--- config.mk ---
export PLATFORM = sky130hd
export DESIGN_NAME = least_loaded_node_chooser
export DESIGN_NICKNAME = d
export VERILOG_FILES = /design/src/hdl/llnc_pkg.sv /design/src/hdl/llnc_ctrl.sv /design/src/hdl/llnc_dp.sv /design/src/hdl/least_loaded_node_chooser.sv
export SDC_FILE = /design/constraint.sdc
export NUM_CORES = 2
export LEC_CHECK = 0
export ABC_CLOCK_PERIOD_IN_PS = 21400
export BUFFER_PORTS_ARGS = -buffer_cell sky130_fd_sc_hd__buf_2
export CORE_ASPECT_RATIO = 1.4
export CORE_MARGIN = 1.5
export CORE_UTILIZATION = 32
export CTS_CLUSTER_SIZE = 24
export DETAILED_ROUTE_END_ITERATION = 10
export PLACE_DENSITY_LB_ADDON = 0.15
export SETUP_SLACK_MARGIN = 0.1
export SYNTH_ARGS = -nofsm -noshare
export SYNTH_HDL_FRONTEND = slang
export SYNTH_SLANG_ARGS = --single-unit
export TNS_END_PERCENT = 100
--- constraint.sdc ---
create_clock -name clk_i -period 21.4 [get_ports clk_i]
set_input_delay 0 -clock clk_i [delete_from_list [all_inputs] [get_ports clk_i]]
set_output_delay 0 -clock clk_i [all_outputs]
set_load 0.02 [all_outputs]
--- src/hdl/llnc_pkg.sv ---
// ----------------------------------------------------------------------------
// llnc_pkg
// Shared constants, types and helpers for the least-loaded node chooser.
// ----------------------------------------------------------------------------
package llnc_pkg;

  localparam int MAX_NODES = 16;
  localparam int NUM_TYPES = 16;
  localparam int NODE_IW   = $clog2(MAX_NODES);
  localparam int TYPE_IW   = $clog2(NUM_TYPES);

  localparam int CMD_W  = 2;
  localparam int ID_W   = 16;
  localparam int TYPE_W = 4;
  localparam int WGT_W  = 16;
  localparam int LOAD_W = 32;
  localparam int STAT_W = 2;

  localparam int IN_DATA_W  = 72;
  localparam int IN_USER_W  = 2;
  localparam int OUT_DATA_W = 16;
  localparam int OUT_USER_W = 3;

  typedef enum logic [CMD_W-1:0] {
    CMD_ADD    = 2'd0,
    CMD_CHOOSE = 2'd1,
    CMD_WRITE  = 2'd2,
    CMD_NONE   = 2'd3
  } llnc_op_e;

  typedef enum logic [STAT_W-1:0] {
    ST_OK    = 2'd0,
    ST_DUP   = 2'd1,
    ST_FULL  = 2'd2,
    ST_EMPTY = 2'd3
  } llnc_status_e;

  typedef enum logic [1:0] {
    S_IDLE,
    S_SCAN,
    S_COMMIT
  } llnc_state_e;

  typedef struct packed {
    logic load;
    logic scan;
    logic commit;
  } llnc_cmd_t;

  typedef struct packed {
    logic scan_last;
  } llnc_sts_t;

  typedef struct packed {
    llnc_op_e          op;
    logic [ID_W-1:0]   node_id;
    logic [TYPE_W-1:0] node_type;
    logic [ID_W-1:0]   force_node;
    logic [WGT_W-1:0]  bandwidth_weight;
    logic [WGT_W-1:0]  overload_weight;
  } llnc_req_t;

  typedef struct packed {
    llnc_status_e    status;
    logic            found;
    logic [ID_W-1:0] chosen_node;
  } llnc_res_t;

  function automatic logic [LOAD_W-1:0] sat_add(input logic [LOAD_W-1:0] a,
                                                input logic [WGT_W-1:0]  w);
    logic [LOAD_W:0] s;
    s = {1'b0, a} + (LOAD_W+1)'(w);
    return s[LOAD_W] ? {LOAD_W{1'b1}} : s[LOAD_W-1:0];
  endfunction

endpackage

--- src/hdl/llnc_ctrl.sv ---
// ----------------------------------------------------------------------------
// llnc_ctrl
// Request sequencer: accept, table scan, commit, output register handshake.
// ----------------------------------------------------------------------------
module llnc_ctrl (
  input  logic              clk_i,
  input  logic              rst_ni,
  input  logic              s_valid_i,
  output logic              s_ready_o,
  output logic              m_valid_o,
  input  logic              m_ready_i,
  input  llnc_pkg::llnc_sts_t sts_i,
  output llnc_pkg::llnc_cmd_t cmd_o
);

  llnc_pkg::llnc_state_e state_q, state_d;
  logic                  out_valid_q, out_valid_d;

  always_ff @(posedge clk_i or negedge rst_ni) begin
    if (!rst_ni) begin
      state_q     <= llnc_pkg::S_IDLE;
      out_valid_q <= 1'b0;
    end else begin
      state_q     <= state_d;
      out_valid_q <= out_valid_d;
    end
  end

  always_comb begin
    state_d     = state_q;
    out_valid_d = out_valid_q && !m_ready_i;
    cmd_o       = '0;
    s_ready_o   = 1'b0;
    case (state_q)
      llnc_pkg::S_IDLE: begin
        s_ready_o = 1'b1;
        if (s_valid_i) begin
          cmd_o.load = 1'b1;
          state_d    = llnc_pkg::S_SCAN;
        end
      end
      llnc_pkg::S_SCAN: begin
        cmd_o.scan = 1'b1;
        if (sts_i.scan_last) begin
          state_d = llnc_pkg::S_COMMIT;
        end
      end
      llnc_pkg::S_COMMIT: begin
        if (!out_valid_q || m_ready_i) begin
          cmd_o.commit = 1'b1;
          out_valid_d  = 1'b1;
          state_d      = llnc_pkg::S_IDLE;
        end
      end
      default: begin
        state_d = llnc_pkg::S_IDLE;
      end
    endcase
  end

  assign m_valid_o = out_valid_q;

  a_load_scan: assert property (@(posedge clk_i) disable iff (!rst_ni)
    cmd_o.load |=> state_q == llnc_pkg::S_SCAN)
    else $error("request accepted without starting a scan");

  a_commit_out: assert property (@(posedge clk_i) disable iff (!rst_ni)
    cmd_o.commit |=> m_valid_o && state_q == llnc_pkg::S_IDLE)
    else $error("commit did not present a result");

  a_out_hold: assert property (@(posedge clk_i) disable iff (!rst_ni)
    (m_valid_o && !m_ready_i) |=> m_valid_o)
    else $error("result dropped before it was taken");

endmodule

--- src/hdl/llnc_dp.sv ---
// ----------------------------------------------------------------------------
// llnc_dp
// Node and type tables, scan accumulators, update logic and result register.
// ----------------------------------------------------------------------------
module llnc_dp (
  input  logic                        clk_i,
  input  logic                        rst_ni,
  input  llnc_pkg::llnc_cmd_t         cmd_i,
  output llnc_pkg::llnc_sts_t         sts_o,
  input  llnc_pkg::llnc_req_t         req_i,
  input  logic                        cfg_we_i,
  input  logic [llnc_pkg::TYPE_W-1:0] cfg_wdata_i,
  output llnc_pkg::llnc_res_t         res_o
);

  localparam int NODE_IW = llnc_pkg::NODE_IW;
  localparam int TYPE_IW = llnc_pkg::TYPE_IW;
  localparam int ID_W    = llnc_pkg::ID_W;
  localparam int LOAD_W  = llnc_pkg::LOAD_W;
  localparam int WGT_W   = llnc_pkg::WGT_W;
  localparam int TYPE_W  = llnc_pkg::TYPE_W;

  // configuration
  logic [TYPE_W-1:0] gate_q;

  // node table
  logic [llnc_pkg::MAX_NODES-1:0] node_valid_q;
  logic [ID_W-1:0]   node_ident_q [llnc_pkg::MAX_NODES];
  logic [LOAD_W-1:0] node_bw_q    [llnc_pkg::MAX_NODES];
  logic [LOAD_W-1:0] node_ov_q    [llnc_pkg::MAX_NODES];

  // per-type table
  logic [ID_W-1:0]  type_force_q [llnc_pkg::NUM_TYPES];
  logic [WGT_W-1:0] type_bw_q    [llnc_pkg::NUM_TYPES];
  logic [WGT_W-1:0] type_ov_q    [llnc_pkg::NUM_TYPES];

  // latched request
  llnc_pkg::llnc_req_t req_q;
  logic [ID_W-1:0]     force_q;
  logic [WGT_W-1:0]    wb_q, wo_q;

  // scan state
  logic [NODE_IW-1:0] cnt_q;
  logic               any_q;
  logic               match_hit_q, free_hit_q, best_hit_q;
  logic [NODE_IW-1:0] match_idx_q, free_idx_q, best_idx_q;
  logic [LOAD_W-1:0]  match_bw_q, match_ov_q, best_bw_q, best_ov_q;
  logic [ID_W-1:0]    best_id_q;

  llnc_pkg::llnc_res_t res_q, res_d;

  logic               in_type_ok, cur_type_ok;
  logic [TYPE_IW-1:0] in_tidx, cur_tidx;
  logic               e_v;
  logic [ID_W-1:0]    e_id, key;
  logic [LOAD_W-1:0]  e_bw, e_ov, k1, k2, bk1, bk2;
  logic               gate, better, match_now;

  logic               wr_en, tw_en;
  logic [NODE_IW-1:0] wr_idx;
  logic [ID_W-1:0]    wr_id;
  logic [LOAD_W-1:0]  wr_bw, wr_ov;

  assign in_tidx     = TYPE_IW'(req_i.node_type);
  assign cur_tidx    = TYPE_IW'(req_q.node_type);
  assign in_type_ok  = 32'(req_i.node_type) < 32'(llnc_pkg::NUM_TYPES);
  assign cur_type_ok = 32'(req_q.node_type) < 32'(llnc_pkg::NUM_TYPES);

  assign sts_o.scan_last = cnt_q == NODE_IW'(llnc_pkg::MAX_NODES - 1);

  // entry under scan
  assign e_v  = node_valid_q[cnt_q];
  assign e_id = node_ident_q[cnt_q];
  assign e_bw = node_bw_q[cnt_q];
  assign e_ov = node_ov_q[cnt_q];

  assign key       = (req_q.op == llnc_pkg::CMD_ADD) ? req_q.node_id : force_q;
  assign match_now = e_v && (e_id == key);

  assign gate = req_q.node_type == gate_q;
  assign k1   = gate ? e_bw : e_ov;
  assign k2   = gate ? e_ov : e_bw;
  assign bk1  = gate ? best_bw_q : best_ov_q;
  assign bk2  = gate ? best_ov_q : best_bw_q;
  assign better = !best_hit_q || (k1 < bk1) ||
                  ((k1 == bk1) && ((k2 < bk2) || ((k2 == bk2) && (e_id < best_id_q))));

  always_ff @(posedge clk_i or negedge rst_ni) begin
    if (!rst_ni) begin
      gate_q <= '0;
    end else if (cfg_we_i) begin
      gate_q <= cfg_wdata_i;
    end
  end

  always_ff @(posedge clk_i) begin
    if (cmd_i.load) begin
      req_q   <= req_i;
      force_q <= in_type_ok ? type_force_q[in_tidx] : '0;
      wb_q    <= in_type_ok ? type_bw_q[in_tidx] : '0;
      wo_q    <= in_type_ok ? type_ov_q[in_tidx] : '0;
    end
  end

  always_ff @(posedge clk_i or negedge rst_ni) begin
    if (!rst_ni) begin
      cnt_q       <= '0;
      any_q       <= 1'b0;
      match_hit_q <= 1'b0;
      free_hit_q  <= 1'b0;
      best_hit_q  <= 1'b0;
    end else if (cmd_i.load) begin
      cnt_q       <= '0;
      any_q       <= 1'b0;
      match_hit_q <= 1'b0;
      free_hit_q  <= 1'b0;
      best_hit_q  <= 1'b0;
    end else if (cmd_i.scan) begin
      cnt_q <= cnt_q + NODE_IW'(1);
      if (e_v) begin
        any_q <= 1'b1;
      end
      if (match_now) begin
        match_hit_q <= 1'b1;
      end
      if (!e_v) begin
        free_hit_q <= 1'b1;
      end
      if (e_v && better) begin
        best_hit_q <= 1'b1;
      end
    end
  end

  always_ff @(posedge clk_i) begin
    if (cmd_i.scan) begin
      if (match_now && !match_hit_q) begin
        match_idx_q <= cnt_q;
        match_bw_q  <= e_bw;
        match_ov_q  <= e_ov;
      end
      if (!e_v && !free_hit_q) begin
        free_idx_q <= cnt_q;
      end
      if (e_v && better) begin
        best_idx_q <= cnt_q;
        best_bw_q  <= e_bw;
        best_ov_q  <= e_ov;
        best_id_q  <= e_id;
      end
    end
  end

  // commit decision
  always_comb begin
    res_d       = '{status: llnc_pkg::ST_OK, found: 1'b0, chosen_node: '0};
    wr_en       = 1'b0;
    tw_en       = 1'b0;
    wr_idx      = match_idx_q;
    wr_id       = force_q;
    wr_bw       = llnc_pkg::sat_add(match_bw_q, wb_q);
    wr_ov       = llnc_pkg::sat_add(match_ov_q, wo_q);
    case (req_q.op)
      llnc_pkg::CMD_ADD: begin
        if (match_hit_q) begin
          res_d.status = llnc_pkg::ST_DUP;
        end else if (free_hit_q) begin
          wr_en  = 1'b1;
          wr_idx = free_idx_q;
          wr_id  = req_q.node_id;
          wr_bw  = '0;
          wr_ov  = '0;
        end else begin
          res_d.status = llnc_pkg::ST_FULL;
        end
      end
      llnc_pkg::CMD_WRITE: begin
        tw_en = cur_type_ok;
      end
      llnc_pkg::CMD_CHOOSE: begin
        if (!any_q) begin
          res_d.status = llnc_pkg::ST_EMPTY;
        end else if (force_q != '0) begin
          res_d.found       = 1'b1;
          res_d.chosen_node = force_q;
          if (match_hit_q) begin
            wr_en = 1'b1;
          end else if (free_hit_q) begin
            wr_en  = 1'b1;
            wr_idx = free_idx_q;
            wr_bw  = LOAD_W'(wb_q);
            wr_ov  = LOAD_W'(wo_q);
          end else begin
            res_d.status = llnc_pkg::ST_FULL;
          end
        end else if (best_hit_q && best_id_q != '0) begin
          res_d.found       = 1'b1;
          res_d.chosen_node = best_id_q;
          wr_en  = 1'b1;
          wr_idx = best_idx_q;
          wr_id  = best_id_q;
          wr_bw  = llnc_pkg::sat_add(best_bw_q, wb_q);
          wr_ov  = llnc_pkg::sat_add(best_ov_q, wo_q);
        end
      end
      default: begin
      end
    endcase
  end

  always_ff @(posedge clk_i or negedge rst_ni) begin
    if (!rst_ni) begin
      node_valid_q <= '0;
    end else if (cmd_i.commit && wr_en) begin
      node_valid_q[wr_idx] <= 1'b1;
    end
  end

  always_ff @(posedge clk_i) begin
    if (cmd_i.commit && wr_en) begin
      node_ident_q[wr_idx] <= wr_id;
      node_bw_q[wr_idx]    <= wr_bw;
      node_ov_q[wr_idx]    <= wr_ov;
    end
  end

  always_ff @(posedge clk_i or negedge rst_ni) begin
    if (!rst_ni) begin
      for (int i = 0; i < llnc_pkg::NUM_TYPES; i++) begin
        type_force_q[i] <= '0;
        type_bw_q[i]    <= '0;
        type_ov_q[i]    <= '0;
      end
    end else if (cmd_i.commit && tw_en) begin
      type_force_q[cur_tidx] <= req_q.force_node;
      type_bw_q[cur_tidx]    <= req_q.bandwidth_weight;
      type_ov_q[cur_tidx]    <= req_q.overload_weight;
    end
  end

  always_ff @(posedge clk_i) begin
    if (cmd_i.commit) begin
      res_q <= res_d;
    end
  end

  assign res_o = res_q;

  a_best_any: assert property (@(posedge clk_i) disable iff (!rst_ni)
    best_hit_q |-> any_q)
    else $error("best candidate held with no valid node seen");

  a_match_valid: assert property (@(posedge clk_i) disable iff (!rst_ni)
    match_hit_q |-> node_valid_q[match_idx_q])
    else $error("matched slot is not valid");

  a_insert: assert property (@(posedge clk_i) disable iff (!rst_ni)
    (cmd_i.commit && wr_en) |=> node_valid_q[$past(wr_idx)])
    else $error("written slot not marked valid");

endmodule

--- src/hdl/least_loaded_node_chooser.sv ---
// ----------------------------------------------------------------------------
// least_loaded_node_chooser
// Worker node table with least-loaded selection and per-type load weights.
// ----------------------------------------------------------------------------
// A request is accepted, then the sequencer scans every slot of the node table
// through its single read port, then commits the table update and loads the
// result register; the commit waits while the previous result is not taken.
// A new request is accepted while the previous result waits.
module least_loaded_node_chooser (
  input  logic                            clk_i,
  input  logic                            rst_ni,
  // [15:0] node_id, [19:16] node_type, [35:20] force_node,
  // [51:36] bandwidth_weight, [67:52] overload_weight, [71:68] zero
  input  logic [llnc_pkg::IN_DATA_W-1:0]  s_axis_tdata,
  // [1:0] cmd
  input  logic [llnc_pkg::IN_USER_W-1:0]  s_axis_tuser,
  input  logic                            s_axis_tvalid,
  output logic                            s_axis_tready,
  // [15:0] chosen_node
  output logic [llnc_pkg::OUT_DATA_W-1:0] m_axis_tdata,
  // [1:0] status, [2] found
  output logic [llnc_pkg::OUT_USER_W-1:0] m_axis_tuser,
  output logic                            m_axis_tvalid,
  input  logic                            m_axis_tready,
  input  logic                            cfg_we_i,
  input  logic [llnc_pkg::TYPE_W-1:0]     cfg_wdata_i
);

  llnc_pkg::llnc_cmd_t cmd;
  llnc_pkg::llnc_sts_t sts;
  llnc_pkg::llnc_req_t req;
  llnc_pkg::llnc_res_t res;

  assign req.op               = llnc_pkg::llnc_op_e'(s_axis_tuser[1:0]);
  assign req.node_id          = s_axis_tdata[15:0];
  assign req.node_type        = s_axis_tdata[19:16];
  assign req.force_node       = s_axis_tdata[35:20];
  assign req.bandwidth_weight = s_axis_tdata[51:36];
  assign req.overload_weight  = s_axis_tdata[67:52];

  llnc_ctrl u_ctrl (
    .clk_i     (clk_i),
    .rst_ni    (rst_ni),
    .s_valid_i (s_axis_tvalid),
    .s_ready_o (s_axis_tready),
    .m_valid_o (m_axis_tvalid),
    .m_ready_i (m_axis_tready),
    .sts_i     (sts),
    .cmd_o     (cmd)
  );

  llnc_dp u_dp (
    .clk_i       (clk_i),
    .rst_ni      (rst_ni),
    .cmd_i       (cmd),
    .sts_o       (sts),
    .req_i       (req),
    .cfg_we_i    (cfg_we_i),
    .cfg_wdata_i (cfg_wdata_i),
    .res_o       (res)
  );

  assign m_axis_tdata = res.chosen_node;
  assign m_axis_tuser = {res.found, res.status};

endmodule

==> results.md <==
Status:
- The run finished with clean final reports.

Timing:
- The hold violation count in the final report is 0.
- The transition time at the pin with the least slew margin is approximately 1300 ps.
- The count of pins over their slew limit is 0.
- The worst path uses 43.9% of the clock period.
- For the finished layout, the period the worst path requires is 9400 ps.
- Clock skew on the completed layout was measured at 51.5 ps.
- Setup violations remaining at the end of the flow were counted as 0.
- Setup slack on the critical path of the routed design comes to approximately 12000 ps.
- Measured against its own limit, the worst slew margin works out to a little over an eighth.
- Based on the critical path, the design can be clocked at up to 0.106 GHz.
- Setup repair after global routing left no endpoint under its margin.
- Summed over all failing endpoints, the final setup total negative slack is 0 ps.

Logic synthesis:
- Ranked by total cell area, the synthesized netlist is headed by edfxtp_1, dfrtp_1, mux4_2.
- Of all flip-flops after synthesis, the portion carrying an async set or reset was about a third.
- The number of different library cells used by synthesis comes to 85.
- Synthesis produced a netlist with a net count of a little over 6000.
- edfxtp_1 is the most common cell in the netlist.
- In this run the biggest area consumer among cell types represents ~46% of the synthesized area.
- By count the netlist is led by edfxtp_1, dfrtp_1, mux2_2.
- The synthesized design contains 1573 enable-type register cells.
- The Yosys step of the flow raised 0 warnings.
- The cell area after synthesis is between 100000 and 150000 um^2.
- The most area-hungry cell type in the Yosys netlist is edfxtp_1.
- The commonest register cell after synthesis is edfxtp_1.
- The post-synthesis instance total is 5841.
- For this run, the register share of the synthesized area comes to 65.4%.
- In this run, synthesis produced a sequential element count of about 2400.
- The average cell area after synthesis is 17.6 um^2.

Global route:
- The total routing usage reported by global routing is approximately 18%.
- Entering global routing, the biggest net connects around 170 pins.
- The first global-routing pass estimated around 420000 um of wire.
- The number of global-route vias before repair is roughly 60000.
- The initial antenna violation count is 7.
- For this run the aggregate overflow at the end of global routing stands at 0.

Cells and area:
- The number of fillers in the final layout is 29700.
- For this run, the post-layout net count is between 6000 and 7000.
- Summing all flip-flop and latch instances after layout gives 67200 um^2.
- The area used by multi-input combinational logic is 34200 um^2.
- Cells with a size suffix above 1 make up 32.9% of the layout.
- For this run, the number of standard cells in the final layout without fillers is around 11000.
- The design area is between 100000 and 150000 um^2.
- The area growth from synthesis to layout is 15.2%.

Clocking:
- The total number of H-tree levels is 5.
- Buffers added to address setup during post-CTS repair amount to 0.
- The clock root buffer master is clkbuf_16.
- The clock-pin slew reported for the worst setup and hold paths after clock tree synthesis is around 60 ps.
- Counting the buffers created by CTS gives about 270.
- TritonCTS built the clock tree.
- CTS saw 2372 sinks.
- The latest clock arrival within the worst-skew pair is between 800 and 900 ps.
- Counting along the longest clock path gives a buffer depth of 4.

Setup path:
- For the worst setup path, the data arrival time is approximately 9800 ps.
- Data on the critical path is required at its endpoint by 21830 ps.
- The critical path capture point type is a flip-flop.
- The setup path with the least slack is of type flip-flop to flip-flop.
- The critical-path maximum fanout is 79.
- The startpoint class of the critical path is a flip-flop.

Floorplanning:
- The floorplan step set the die height to ~670 um.
- The die outline width is slightly below 500 um.
- The die area is between 300000 and 400000 um^2.
- The core region is 320000 um^2.
- The I/O pin count is roughly 100.
- Once the floorplan was initialized, standard cells occupied about 32% of the core.
- In this run the core area contains 246 standard-cell rows.

Route:
- In the routed layout, each cell is associated on average with a via count of 5.22.
- The number of design-rule violations left by the first detailed-router iteration is approximately 4000.
- Summed over all layers, the routed wires come to 291000 um.
- The detailed router placed roughly 55000 vias in this run.
- After detailed routing, the average wire length per cell comes to ~28 um.
- For this run, design rule violations remaining after detail routing come to 0.
- The number of antenna-violating nets in the routed design is 0.
- The number of search-and-repair iterations in the first detailed-routing pass is 5.

Placed design:
- Buffers placed on the I/O ports in this run total just under 100.
- Summed over all nets, the half-perimeter wirelength after detailed placement is 173000 um.
- Prior to clock tree synthesis, the placed netlist has a worst setup slack of ~11000 ps.
- Once placement finished, the instance area stood at 108000 um^2.
- After detailed placement, the design holds a cell count of between 9000 and 10000.
- The congestion estimate from routability-driven global placement came to around 0.83.

Worst hold path:
- The min-delay analysis places its worst path in the category input pin to flip-flop.

Pwr:
- In this run the power density over the cells is roughly 120 nW/um^2.
- The design draws between 10 and 15 mW.
- In this run the static leakage power is 44.9 nW.
- Across the VDD grid, the largest voltage drop is roughly 0.00012 V.

Flow run:
- Max-cap violations in this run came to 0.
==> what timing repair did <==
item,in CTS,in global routing
hold buffers,153,0
resized for setup,0,0
endpoints found under the hold margin,227,0
==> routing by layer <==
layer  GRT usage, %  share of wire, %
met2           32.5                53
met3           1.98               2.9
met1           22.6                42
met4           4.18               2.2
met5              0                 0
==> cell usage in the layout, fill, tap and decap left out, types with 140 or more instances in the layout <==
cell	n
edfxtp_1	1573
a21oi_1	140
mux2_2	785
dfrtp_1	795
mux4_2	616
clkbuf_16	277
o21ai_0	150
dlygate4sd3_1	152
ha_1	144
nand2_1	336
==> kinds of logic (layout without fill, tap and decap cells) <==
group / Yosys count / in the layout / share of synthesized area (%)
buffers and inverters: 396 / 898 / 1.67
other: 0 / 3 / 0
flip-flops: 2372 / 2372 / 65.4
multiplexers: 1522 / 1522 / 23.4
AO/OA/AOI/OAI: 587 / 587 / 3.69
adder cells (fa/ha/maj): 148 / 148 / 1.83
XOR/XNOR: 87 / 87 / 0.741
AND/OR/NAND/NOR: 729 / 729 / 3.25
==> layout make-up <==
cell class	count	area share [%]
diodes	3	0.00634
clock buffers	361	6.28
clock inverters	108	0.818
inverters	45	0.153
multi-input cells	3073	28.9
flip-flops and latches	2372	56.8
well taps	4216	4.45
repair buffers	384	2.66
==> power by group <==
group / leakage (nW) / internal (mW) / switching [mW]
sequential: 25.4 / 5.43 / 0.270
clock: 4.12 / 2.62 / 1.87
combinational: 15.4 / 1.46 / 2.19
==> worst paths after layout <==
path | startpoint | cells past startpoint | slack, ps | to
setup / recovery | u_dp.cnt_q[0] | 17 | 12000 | u_dp.best_id_q[11]
hold / removal | s_axis_tdata[18] | 2 | 90 | u_dp.wo_q[13]
setup reg to reg | u_dp.cnt_q[0] | 17 | 12000 | u_dp.best_id_q[11]
hold reg to reg | u_dp.node_valid_q[10] | 1 | 470 | u_dp.node_valid_q[10]
max in group asynchronous | rst_ni | 8 | 16560 | u_dp.type_ov_q[23]
min in group asynchronous | rst_ni | 4 | 360 | u_dp.type_force_q[53]
==> sequential cells by signal, summed over array words and instances (netlist names), 16 cells and up <==
signal             cells
u_dp.best_bw_q        32
u_dp.node_valid_q     16
u_dp.req_q            66
u_dp.wb_q             16
u_dp.res_o            19
u_dp.type_ov_q       256
u_dp.wo_q             16
u_dp.match_ov_q       32
u_dp.type_bw_q       256
u_dp.best_id_q        16
u_dp.force_q          16
u_dp.type_force_q    256
u_dp.best_ov_q        32
u_dp.node_bw_q       512
u_dp.node_ov_q       512
u_dp.node_ident_q    256
u_dp.match_bw_q       32
==> through the flow <==
stage | hold WS, ps | utilization [%]
5_1_grt | 62.0 | 37.0
3_5_place_dp | 178 | 33.9
2_1_floorplan | -296 | -
6_report | 85.6 | 37.0
3_3_place_gp | 171 | 33.9
4_1_cts | 36.2 | 37.0
==> critical path, stage by stage, from the launching register on <==
cell,delay (ps)
dfrtp_4,920
buf_4,790
buf_12,590
buf_4,740
mux4_2,600
mux4_2,610
nand2_1,100
nand2_1,70
ha_1,270
nand4_1,130
nor2_1,130
nand3_1,200
nor4_2,810
o2111ai_1,660
o21ai_0,320
a41oi_1,220
o21ai_4,580
buf_4,910
Power figures use the tool's default switching activity.
